[config.mk]
export PLATFORM = sky130hd
export DESIGN_NAME = cart_bus_command_serializer
export DESIGN_NICKNAME = d
export VERILOG_FILES = /design/src/cbcs_pkg.sv /design/src/cbcs_front.sv /design/src/cbcs_queue.sv /design/src/cbcs_back.sv /design/src/cart_bus_command_serializer.sv
export SDC_FILE = /design/constraint.sdc
export NUM_CORES = 1
export LEC_CHECK = 0
export BUFFER_PORTS_ARGS = -buffer_cell sky130_fd_sc_hd__buf_2
export CORE_MARGIN = 1
export CORE_UTILIZATION = 30
export CTS_BUF_LIST = sky130_fd_sc_hd__clkbuf_2
export DETAILED_ROUTE_END_ITERATION = 8
export SYNTH_ARGS = -nofsm -noshare
export SYNTH_HDL_FRONTEND = slang
export SYNTH_SLANG_ARGS = --single-unit
[constraint.sdc]
create_clock -name clk -period 11.7 [get_ports clk]
set_clock_uncertainty 0.1 [all_clocks]
set_input_delay 0 -clock clk [delete_from_list [all_inputs] [get_ports clk]]
set_output_delay 0 -clock clk [all_outputs]
set_load 0.05 [all_outputs]
[src/cbcs_pkg.sv]
// ----------------------------------------------------------------------------
// cbcs_pkg
// Types and constants shared by the cartridge-bus command serializer modules.
// ----------------------------------------------------------------------------
package cbcs_pkg;

	localparam int unsigned ItemBits = 65;
	localparam int unsigned LenW     = 7;
	localparam int unsigned AccBits  = 72;
	localparam int unsigned QDepth   = 2;

	typedef enum logic [2:0] {
		OP_ROM_WRITE_ADDR = 3'd0,
		OP_ROM_WRITE_SEQ  = 3'd1,
		OP_RAM_WRITE      = 3'd2,
		OP_RAM_READ       = 3'd3,
		OP_ROM_READ       = 3'd4,
		OP_ROM_READ_30    = 3'd5,
		OP_UNUSED_6       = 3'd6,
		OP_UNUSED_7       = 3'd7
	} opcode_t;

	localparam logic [4:0] CMD_BUS_WRITE  = 5'b00001;
	localparam logic [4:0] CMD_WR_RD      = 5'b00101;
	localparam logic [4:0] CMD_CS_WRITE   = 5'b00111;
	localparam logic [4:0] CMD_DATA_FLIP  = 5'b01100;
	localparam logic [4:0] CMD_DATA_PLAIN = 5'b01001;
	localparam logic [4:0] CMD_ROM_READ   = 5'b01011;
	localparam logic [4:0] CMD_ADDR_READ  = 5'b01000;
	localparam logic [4:0] CMD_READ_30    = 5'b00010;

	typedef struct packed {
		logic [2:0]  opcode;
		logic [24:0] address;
		logic [15:0] data_word;
		logic        last_in_batch;
	} in_item_t;

	typedef struct packed {
		logic [7:0] out_byte;
		logic       last_byte;
	} out_item_t;

	// one classified transaction: stream bits left aligned, bit count, batch end
	typedef struct packed {
		logic [ItemBits-1:0] bits;
		logic [LenW-1:0]     len;
		logic                last;
	} entry_t;

endpackage

[src/cbcs_front.sv]
// ----------------------------------------------------------------------------
// cbcs_front
// Accepts transactions and expands each into its command bit string.
// ----------------------------------------------------------------------------
module cbcs_front
	import cbcs_pkg::*;
(
	input  logic     clk,
	input  logic     arst_n,
	input  logic     cfg_valid,
	output logic     cfg_ready,
	input  logic     cfg_data,
	input  logic     in_valid,
	output logic     in_ready,
	input  in_item_t in_data,
	input  logic     q_full,
	output logic     q_push,
	output entry_t   q_entry
);

	logic        halfword_q;
	logic        started_q;
	logic [23:0] rom_addr;
	logic [63:0] body;
	logic [LenW-1:0] body_len;
	logic        known;

	assign cfg_ready = 1'b1;
	assign in_ready  = !q_full;
	assign q_push    = in_valid && !q_full;

	assign rom_addr = halfword_q ? in_data.address[23:0] : in_data.address[24:1];

	always_comb begin
		body     = '0;
		body_len = '0;
		known    = 1'b1;
		unique case (opcode_t'(in_data.opcode))
			OP_ROM_WRITE_ADDR: begin
				body = {CMD_BUS_WRITE, 1'b0, 1'b1, rom_addr, 4'b1110, 1'b0,
					CMD_CS_WRITE, 1'b0, 1'b0, CMD_DATA_FLIP, in_data.data_word};
				body_len = LenW'(64);
			end
			OP_ROM_WRITE_SEQ: begin
				body = {CMD_WR_RD, 2'b11, 1'b0, CMD_DATA_FLIP, in_data.data_word, 35'd0};
				body_len = LenW'(29);
			end
			OP_RAM_WRITE: begin
				body = {CMD_BUS_WRITE, 2'b00, in_data.data_word[7:0],
					in_data.address[15:0], 4'b1110, 1'b0, CMD_WR_RD, 2'b01, 21'd0};
				body_len = LenW'(43);
			end
			OP_RAM_READ: begin
				body = {CMD_DATA_PLAIN, in_data.address[15:0], 1'b0, CMD_ADDR_READ,
					8'd0, 29'd0};
				body_len = LenW'(35);
			end
			OP_ROM_READ: begin
				body = {CMD_WR_RD, 2'b10, 1'b0, CMD_ROM_READ, 16'd0, 35'd0};
				body_len = LenW'(29);
			end
			OP_ROM_READ_30: begin
				body = {CMD_WR_RD, 2'b10, 1'b0, CMD_READ_30, 30'd0, 1'b0,
					CMD_WR_RD, 2'b11, 13'd0};
				body_len = LenW'(51);
			end
			OP_UNUSED_6, OP_UNUSED_7: begin
				known = 1'b0;
			end
		endcase
	end

	always_comb begin
		q_entry.last = in_data.last_in_batch;
		if (known && started_q) begin
			q_entry.bits = {1'b0, body};
			q_entry.len  = body_len + LenW'(1);
		end else begin
			q_entry.bits = {body, 1'b0};
			q_entry.len  = body_len;
		end
	end

	always_ff @(posedge clk or negedge arst_n) begin
		if (!arst_n) begin
			halfword_q <= 1'b0;
			started_q  <= 1'b0;
		end else begin
			if (cfg_valid && cfg_ready) begin
				halfword_q <= cfg_data;
			end
			if (q_push) begin
				if (in_data.last_in_batch) begin
					started_q <= 1'b0;
				end else if (known) begin
					started_q <= 1'b1;
				end
			end
		end
	end

endmodule

[src/cbcs_queue.sv]
// ----------------------------------------------------------------------------
// cbcs_queue
// Two-entry queue between the classifying front and the byte packer.
// ----------------------------------------------------------------------------
module cbcs_queue
	import cbcs_pkg::*;
(
	input  logic   clk,
	input  logic   arst_n,
	input  logic   push,
	input  entry_t push_entry,
	output logic   full,
	input  logic   pop,
	output logic   head_valid,
	output entry_t head_entry
);

	entry_t     slots [QDepth];
	logic       wr_ptr_q;
	logic       rd_ptr_q;
	logic [1:0] count_q;

	assign full       = (count_q == 2'(QDepth));
	assign head_valid = (count_q != 2'd0);
	assign head_entry = slots[rd_ptr_q];

	always_ff @(posedge clk) begin
		if (push) begin
			slots[wr_ptr_q] <= push_entry;
		end
	end

	always_ff @(posedge clk or negedge arst_n) begin
		if (!arst_n) begin
			wr_ptr_q <= 1'b0;
			rd_ptr_q <= 1'b0;
			count_q  <= '0;
		end else begin
			if (push) begin
				wr_ptr_q <= !wr_ptr_q;
			end
			if (pop) begin
				rd_ptr_q <= !rd_ptr_q;
			end
			if (push && !pop) begin
				count_q <= count_q + 2'd1;
			end else if (pop && !push) begin
				count_q <= count_q - 2'd1;
			end
		end
	end

endmodule

[src/cbcs_back.sv]
// ----------------------------------------------------------------------------
// cbcs_back
// Packs queued command bits behind the pending bits and sends them as bytes.
// ----------------------------------------------------------------------------
module cbcs_back
	import cbcs_pkg::*;
(
	input  logic      clk,
	input  logic      arst_n,
	input  logic      head_valid,
	input  entry_t    head_entry,
	output logic      pop,
	output logic      out_valid,
	input  logic      out_ready,
	output out_item_t out_data
);

	logic [AccBits-1:0] acc_q;
	logic [LenW-1:0]    cnt_q;
	logic               flush_q;
	logic               out_valid_q;
	out_item_t          out_data_q;
	logic               slot_free;
	logic               full_byte;
	logic               close_byte;
	logic               send_byte;
	logic [AccBits-1:0] loaded;

	assign slot_free  = !out_valid_q || out_ready;
	assign full_byte  = (cnt_q >= LenW'(8));
	assign close_byte = flush_q && !full_byte;
	assign send_byte  = slot_free && (full_byte || close_byte);
	assign pop        = head_valid && !full_byte && !flush_q;

	assign loaded = {acc_q[AccBits-1 -: 8], {(AccBits-8){1'b0}}}
		| ({head_entry.bits, {(AccBits-ItemBits){1'b0}}} >> cnt_q[2:0]);

	assign out_valid = out_valid_q;
	assign out_data  = out_data_q;

	always_ff @(posedge clk or negedge arst_n) begin
		if (!arst_n) begin
			acc_q       <= '0;
			cnt_q       <= '0;
			flush_q     <= 1'b0;
			out_valid_q <= 1'b0;
			out_data_q  <= '0;
		end else begin
			if (send_byte) begin
				out_valid_q <= 1'b1;
			end else if (out_ready) begin
				out_valid_q <= 1'b0;
			end
			if (pop) begin
				acc_q   <= loaded;
				cnt_q   <= cnt_q + head_entry.len;
				flush_q <= head_entry.last;
			end else if (slot_free && full_byte) begin
				out_data_q.out_byte  <= acc_q[AccBits-1 -: 8];
				out_data_q.last_byte <= 1'b0;
				acc_q                <= acc_q << 8;
				cnt_q                <= cnt_q - LenW'(8);
			end else if (slot_free && close_byte) begin
				out_data_q.out_byte  <= acc_q[AccBits-1 -: 8];
				out_data_q.last_byte <= 1'b1;
				acc_q                <= '0;
				cnt_q                <= '0;
				flush_q              <= 1'b0;
			end
		end
	end

endmodule

[src/cart_bus_command_serializer.sv]
// ----------------------------------------------------------------------------
// cart_bus_command_serializer
// Turns cartridge-bus transactions into a packed, byte-wide command stream.
// ----------------------------------------------------------------------------
// Each accepted transaction is expanded combinationally into its command bits
// and placed in a two-entry queue; the packer then drains it at up to one
// output byte per cycle, holding while a byte waits on the receiver. A
// transaction is first loaded into the packer, then each full byte it
// completes (3 to 9) is sent, and a batch end adds the padded or zero closing
// byte; sustained throughput is set by the single byte-wide output register.
// A transaction with an unused opcode is only loaded and adds no bytes, but
// the closing byte when it ends a batch. The input stays ready while the queue
// has room, also while a byte waits on the output.
// ----------------------------------------------------------------------------
module cart_bus_command_serializer
	import cbcs_pkg::*;
(
	input  logic      clk,
	input  logic      arst_n,
	input  logic      cfg_valid,
	output logic      cfg_ready,
	input  logic      cfg_data,
	input  logic      in_valid,
	output logic      in_ready,
	input  in_item_t  in_data,
	output logic      out_valid,
	input  logic      out_ready,
	output out_item_t out_data
);

	logic   q_full;
	logic   q_push;
	entry_t q_entry;
	logic   q_pop;
	logic   head_valid;
	entry_t head_entry;

	cbcs_front u_front (
		.clk       (clk),
		.arst_n    (arst_n),
		.cfg_valid (cfg_valid),
		.cfg_ready (cfg_ready),
		.cfg_data  (cfg_data),
		.in_valid  (in_valid),
		.in_ready  (in_ready),
		.in_data   (in_data),
		.q_full    (q_full),
		.q_push    (q_push),
		.q_entry   (q_entry)
	);

	cbcs_queue u_queue (
		.clk        (clk),
		.arst_n     (arst_n),
		.push       (q_push),
		.push_entry (q_entry),
		.full       (q_full),
		.pop        (q_pop),
		.head_valid (head_valid),
		.head_entry (head_entry)
	);

	cbcs_back u_back (
		.clk        (clk),
		.arst_n     (arst_n),
		.head_valid (head_valid),
		.head_entry (head_entry),
		.pop        (q_pop),
		.out_valid  (out_valid),
		.out_ready  (out_ready),
		.out_data   (out_data)
	);

endmodule

==> flow_summary.yaml, run 1 <==
route:
  antenna_left: 0
  drc: 0
  vias: 10248
  avgViaCountPerCell: 5.39
  routedWlPerCell_um: 19.2
  drt-initial-drc-count: 866
  wl_um: 36600
  dr.pass1.iters: 7
setup_path:
  slowest_stage: "nor2_1"
  r2r_slack_ns: 8.06
  cp-end-kind: "flop"
  crit_chain: "nor2_1 > mux2_2 > dlygate4sd3_1 > nand2_1 > o22ai_1 > dlygate4sd3_1"
  cp.required_ns: 12.23
  startpoint_type: "flop"
  worstSetupPathType: "flop to flop"
  cp_common_cell: "dlygate4sd3_1"
  arrival_ns: 4.18
  slowest_delay_ns: 0.84
  cp_max_fo: 21
die:
  row_count: 75
  die_h_um: 210
  die_w_um: 210
  pin_count: 63
  dieArea_sq_um: 44000
  core-area_sq_um: 42300
  start_util_pct: 30.6
placement:
  post-dp-hpwl_um: 23900
  place_congestion: 0.913
  port_buffers: 61
finish:
  fillers: 4179
  final_nets: 1336
  syn2layout_area_growth_pct: 16.9
  drive_above_1_share_pct: 21.5
sta:
  max_freq_mhz: 274
  fin_crit_sh_pct: 31.2
  min_period_ns: 3.64
  rsz0062_at_grt: "no"
  slew_headroom_pct: 15.4
  drv_slew: 0
  setup_viol: 0
  hold_viol: 0
  worstMarginPinSlew_ns: 1.27
  final.setup.tns_ns: 0
clock_network:
  cts-htree-levels: 2
  cts_tree: "yes"
  cts_num_sinks: 230
  root_buffer: "clkbuf_2"
  numCtsBuffers: 59
  clk_pin_slew_ns: 0.11
  clkLatencyLatePin_ns: 0.89
  clk_path_buf_depth: 3
  cts_setup_buffers: 0
  cts_resized: 0
  holdBufCountCts: 92
run:
  max_cap_violations: 0
yosys:
  syn-num-nets: 1204
  ys_async_sr_fraction_pct: 41.7
  synth_ff_type: "edfxtp_1"
  yosysUniqueCellTypes: 72
  synth_area_sq_um: 13000
  ys_seq_elements: 230
  synth_edf_count: 134
  ys_seq_area_share_pct: 49.6
  syn_inst: 1142
  ys_warn_count: 0
  synth.avg_cell_area_sq_um: 11.4
global_route:
  grt_pass1_wl_um: 57300
  grt_overflow: 0
  grt_usage_pct: 16.5
  grt_max_degree: 83
  antenna_found_initial: 1
  grt_pass1_vias: 10202
pwr:
  power_density_nw_per_um2: 233
  p_leak_nw: 5.67
  power_mw: 3.53
  irDropWorstVdd_uv: 110
hold_path:
  hold_path.class: "input port to flop"
run_status:
  status: "completed"
[where the power goes]
part | total, mW | leakage, nW | internal (mW) | switching (mW)
Sequential | 1.40 | 2.38 | 1.16 | 0.236
Combinational | 1.59 | 2.87 | 0.656 | 0.933
Clock | 0.550 | 0.423 | 0.216 | 0.334
Total | 3.53 | 5.67 | 2.03 | 1.50
[flip-flops by register name, summed over array words and instances (netlist names), 2 cells and up]
| name | count |
|---|---|
| u_queue.slots | 134 |
| u_back.acc_q | 72 |
| u_back.out_data | 9 |
| u_back.cnt_q | 7 |
| u_queue.count_q | 2 |
[through the flow]
step | setup WS [ns] | hold WS (ns) | area [sq um] | instances | util (%)
after floorplan | 6.83 | -0.396 | 13000 | 1142 | -
after global placement | 8.32 | -0.0780 | 13700 | 1698 | 32.3
after detailed placement | 8.29 | -0.0791 | 13700 | 1698 | 32.3
after CTS | 8.11 | 0.0113 | 15200 | 1901 | 35.8
after global routing | 7.90 | 0.0928 | 15200 | 1902 | 35.8
final | 8.06 | 0.110 | 15200 | 1902 | 35.8
[cells by family (layout without fill, tap and decap cells)]
family,after synthesis,in the layout,synth area share (%)
DFF,230,230,49.6
and+or+nand+nor,253,253,8.79
buffers and inverters,113,295,4.08
AOI/OAI and AO/OA,353,353,17.8
xor gates and xnor gates,10,10,0.676
muxes,171,171,17.9
other,1,2,0.0289
adders and majority gates,11,11,1.12
[worst max-delay path, delay by kind of cell (launching register included)]
| family | cells | cell delay, ns |
|---|---|---|
| AO/OA/AOI/OAI | 1 | 0.10 |
| buffers and inverters | 2 | 1.17 |
| AND/OR/NAND/NOR | 2 | 0.94 |
| flip-flops | 1 | 0.66 |
| multiplexers | 1 | 0.42 |
[area by class of cell]
class / count / area [sq um] / share of cell area, %
clock buffers: 96 / 480 / 3.17
repair buffers: 168 / 1350 / 8.92
flip-flops and latches: 230 / 6430 / 42.5
clock inverters: 15 / 65.1 / 0.429
diodes: 1 / 2.50 / 0.0165
multi-input cells: 799 / 6030 / 39.8
well taps: 577 / 722 / 4.76
inverters: 16 / 72.6 / 0.479
[placed cells by master, fill, tap and decap left out, types with 4 or more instances in the layout]
| master | n |
|---|---|
| a211o_1 | 4 |
| a211oi_1 | 6 |
| a21o_1 | 4 |
| a21oi_1 | 104 |
| a221o_1 | 9 |
| a221oi_1 | 5 |
| a22oi_1 | 11 |
| a31oi_1 | 8 |
| and2_1 | 7 |
| and3_1 | 6 |
| buf_2 | 60 |
| buf_4 | 16 |
| clkbuf_2 | 96 |
| clkinv_1 | 15 |
| dfrtp_1 | 94 |
| dlygate4sd3_1 | 91 |
| edfxtp_1 | 134 |
| ha_1 | 10 |
| inv_1 | 12 |
| mux2_2 | 47 |
| mux2i_1 | 77 |
| mux4_2 | 44 |
| nand2_1 | 84 |
| nand2b_1 | 7 |
| nand3_1 | 11 |
| nor2_1 | 96 |
| nor2b_1 | 8 |
| nor3_1 | 10 |
| o21a_1 | 7 |
| o21ai_0 | 66 |
| o21ai_1 | 16 |
| o221ai_1 | 5 |
| o22a_1 | 52 |
| o22ai_1 | 25 |
| o31ai_1 | 4 |
| o32a_1 | 5 |
| or2_2 | 4 |
| xnor2_1 | 6 |
| xor2_1 | 4 |
[Yosys cell counts, types with 4 or more instances]
master | count | area (sq um)
nand3_1 | 11 | 55.1
o22a_1 | 52 | 455
or2_2 | 4 | 25.0
a21oi_1 | 104 | 521
o21ai_1 | 16 | 80.1
a31oi_1 | 8 | 50.1
o22ai_1 | 25 | 156
mux4_2 | 44 | 991
clkbuf_1 | 48 | 180
a221o_1 | 9 | 90.1
o21a_1 | 7 | 52.6
xnor2_1 | 6 | 52.6
a221oi_1 | 5 | 43.8
nor2b_1 | 9 | 56.3
ha_1 | 10 | 125
a211oi_1 | 6 | 45.0
nor3_1 | 10 | 50.1
nand2_1 | 84 | 315
and2_1 | 7 | 43.8
o32a_1 | 5 | 50.1
inv_1 | 13 | 48.8
nand2b_1 | 7 | 43.8
buf_1 | 12 | 45.0
o31ai_1 | 4 | 30.0
o21ai_0 | 66 | 330
a21o_1 | 4 | 30.0
and3_1 | 7 | 43.8
o221ai_1 | 5 | 43.8
buf_2 | 26 | 130
xor2_1 | 4 | 35.0
buf_4 | 6 | 45.0
nor2_1 | 96 | 360
edfxtp_1 | 134 | 4020
a22oi_1 | 11 | 82.6
a211o_1 | 4 | 35.0
buf_6 | 5 | 56.3
mux2_2 | 47 | 529
dfrtp_1 | 96 | 2400
mux2i_1 | 78 | 781
[per-layer routing]
metal	wire length [um]	vias up	GRT usage, %
li1	-	4679	-
met1	17000	5074	23.5
met2	16400	417	25.4
met3	2140	78	2.41
met4	993	0	6.04
met5	0	-	0
[worst paths after layout]
kind                                                startpoint                             end  cells past startpoint
worst max-delay path            u_front.halfword_q$_DFFE_PN0P_  u_queue.slots[0][43]$_DFFE_PP_                      6
worst min register to register     u_back.acc_q[2]$_DFFE_PN0P_     u_back.acc_q[2]$_DFFE_PN0P_                      2
max in group asynchronous                               arst_n    u_back.acc_q[14]$_DFFE_PN0P_                      4
worst max register to register  u_front.halfword_q$_DFFE_PN0P_  u_queue.slots[0][43]$_DFFE_PP_                      6
worst min-delay path                               in_data[16]  u_queue.slots[1][23]$_DFFE_PP_                      5
min in group asynchronous                               arst_n  u_front.halfword_q$_DFFE_PN0P_                      4
Power figures use the tool's default switching activity.
==> run 2: changes to the inputs <==
Clock period 11.7 ns to 3.7 ns, I/O delays scaled along.
==> run 2 against run 1 <==
Via count shrank 0.45%. First-iteration DRC count grew 9.5%. Power increased to 3.2 times the previous value. Utilization grew 0.47 points. Worst hold slack lost 0.016 ns. Design area rose by 1.3%. Sequential power rose to 3.1 times the previous value. Non-clock buffer count grew 19. Fmax up 5.3%. Sequential cell count unchanged. Register-to-register slack worse by 7.8 ns. Critical path depth rose by 1.
==> flow_summary.yaml, run 2 (synthesis results as in run 1) <==
run_status:
  status: "completed"
route:
  drc: 0
  dr.pass1.iters: 5
  routedWlPerCell_um: 19.4
  antenna_left: 0
  avgViaCountPerCell: 5.34
  drt-initial-drc-count: 948
  wl_um: 37100
  vias: 10202
sta:
  final.setup.tns_ns: 0
  max_freq_mhz: 289
  slew_headroom_pct: 34.7
  drv_slew: 0
  rsz0062_at_grt: "no"
  setup_viol: 0
  fin_crit_sh_pct: 93.6
  hold_viol: 0
  worstMarginPinSlew_ns: 0.977
  min_period_ns: 3.46
global_route:
  grt_pass1_vias: 10156
  antenna_found_initial: 1
  grt_max_degree: 68
  grt_overflow: 0
  grt_usage_pct: 16.8
  grt_pass1_wl_um: 58000
die:
  pin_count: 63
  row_count: 75
  dieArea_sq_um: 44000
  die_w_um: 210
  start_util_pct: 30.6
  die_h_um: 210
  core-area_sq_um: 42300
setup_path:
  reg2reg_from: "u_front.halfword_q$_DFFE_PN0P_"
  startpoint_type: "flop"
  worst_r2r_path_depth: 7
  cp.required_ns: 4.19
  r2r_end: "u_queue.slots[0][52]$_DFFE_PP_"
  arrival_ns: 3.96
  cp-end-kind: "flop"
  r2r_slack_ns: 0.24
  cp_max_fo: 21
  worstSetupPathType: "flop to flop"
hold_path:
  hold_end: "u_queue.slots[0][8]$_DFFE_PP_"
  holdCritStartpoint: "in_data[1]"
  hold_path.class: "input port to flop"
  whs_path_depth: 3
clock_network:
  clk_pin_slew_ns: 0.11
  root_buffer: "clkbuf_2"
  cts-htree-levels: 2
  cts_num_sinks: 230
  cts_setup_buffers: 0
  cts_resized: 0
  numCtsBuffers: 60
  cts_tree: "yes"
  clkLatencyLatePin_ns: 0.84
  clk_path_buf_depth: 3
finish:
  syn2layout_area_growth_pct: 18.5
  fillers: 4161
  drive_above_1_share_pct: 22.0
  top_register: "u_queue.slots"
  largest_reg_flops: 134
  final_common_cell: "edfxtp_1"
  final_nets: 1356
  multi_input_area_sq_um: 6030
  layout_common_cells: "edfxtp_1, a21oi_1, nor2_1"
  regArea_sq_um: 6430
pwr:
  p_comb_share_pct: 46.8
  p_sw_mw: 4.76
  power_mw: 11.3
  p_int_mw: 6.52
  switching_share_pct: 42.2
  power_density_nw_per_um2: 734
  p_seq_share_pct: 38.1
  irDropWorstVdd_uv: 341
  clockPowerShare_pct: 15.1
  p_leak_nw: 5.75
placement:
  place_congestion: 0.915
  post-dp-hpwl_um: 25100
  port_buffers: 61
run:
  max_cap_violations: 0
run 2: layout make-up:
cell class              instances  share of cell area [%]
well taps                     577                    4.70
flip-flops and latches        230                    41.9
multi-input cells             799                    39.3
repair buffers                187                    10.2
clock buffers                  84                    2.74
diodes                          1                  0.0163
clock inverters                18                   0.693
inverters                      16                   0.473
run 2: power by group through the flow:
stage / clock network (mW) / registers [mW] / logic, mW
6_report: 1.71 / 4.30 / 5.27
5_1_grt: 1.89 / 4.40 / 5.70
4_1_cts: 1.77 / 4.29 / 5.22
3_5_place_dp: 0 / 4.35 / 5.08
3_3_place_gp: 0 / 4.33 / 5.03
2_1_floorplan: 0 / 4.19 / 3.72
run 2: how the worst max path moves through the flow:
stage	startpoint	end	slack, ns	depth (start not counted)
6_report	u_front.halfword_q$_DFFE_PN0P_	u_queue.slots[0][52]$_DFFE_PP_	0.24	7
5_1_grt	u_front.halfword_q$_DFFE_PN0P_	u_queue.slots[0][52]$_DFFE_PP_	0.08	7
4_1_cts	u_front.halfword_q$_DFFE_PN0P_	u_queue.slots[0][52]$_DFFE_PP_	0.28	7
3_5_place_dp	u_queue.rd_ptr_q$_DFFE_PN0N_	u_back.cnt_q[6]$_DFFE_PN0P_	0.90	9
3_3_place_gp	u_queue.rd_ptr_q$_DFFE_PN0N_	u_back.acc_q[21]$_DFFE_PN0P_	0.93	6
2_1_floorplan	u_queue.count_q[0]$_DFFE_PN0P_	u_queue.slots[0][0]$_DFFE_PP_	0.10	4
run 2: worst max-delay path, cell delays in order, from the launching register on:
cell and delay [ns]:
dfrtp_1 0.66, nor2_1 0.50, buf_4 0.25, nor2_1 0.06, a221oi_1 0.31, dlygate4sd3_1 0.64
o22ai_1 0.08, dlygate4sd3_1 0.62
run 2: per-layer routing:
metal / vias up / routed length (um) / track usage, %
li1: 4704 / - / -
met1: 5017 / 17700 / 24.6
met2: 404 / 16100 / 24.5
met3: 77 / 2120 / 2.75
met4: 0 / 1160 / 6.67
met5: - / 0 / 0
run 2: per-stage QoR:
| step | utilization, % | setup slack (ns) | hold slack [ns] | area, sq um | cells |
|---|---|---|---|---|---|
| 2_1_floorplan | - | 0.101 | -0.396 | 13000 | 1142 |
| 3_3_place_gp | 32.8 | 0.934 | 0.0509 | 13900 | 1715 |
| 3_5_place_dp | 32.8 | 0.896 | 0.0394 | 13900 | 1715 |
| 4_1_cts | 36.3 | 0.280 | 0.00137 | 15300 | 1910 |
| 5_1_grt | 36.3 | 0.0772 | 0.00598 | 15400 | 1912 |
| 6_report | 36.3 | 0.239 | 0.0937 | 15400 | 1912 |
run 2: timing repair:
item,4_1_cts,5_1_grt
endpoints found under the hold margin,397,1
hold buffers,93,1
setup endpoints to repair,0,0
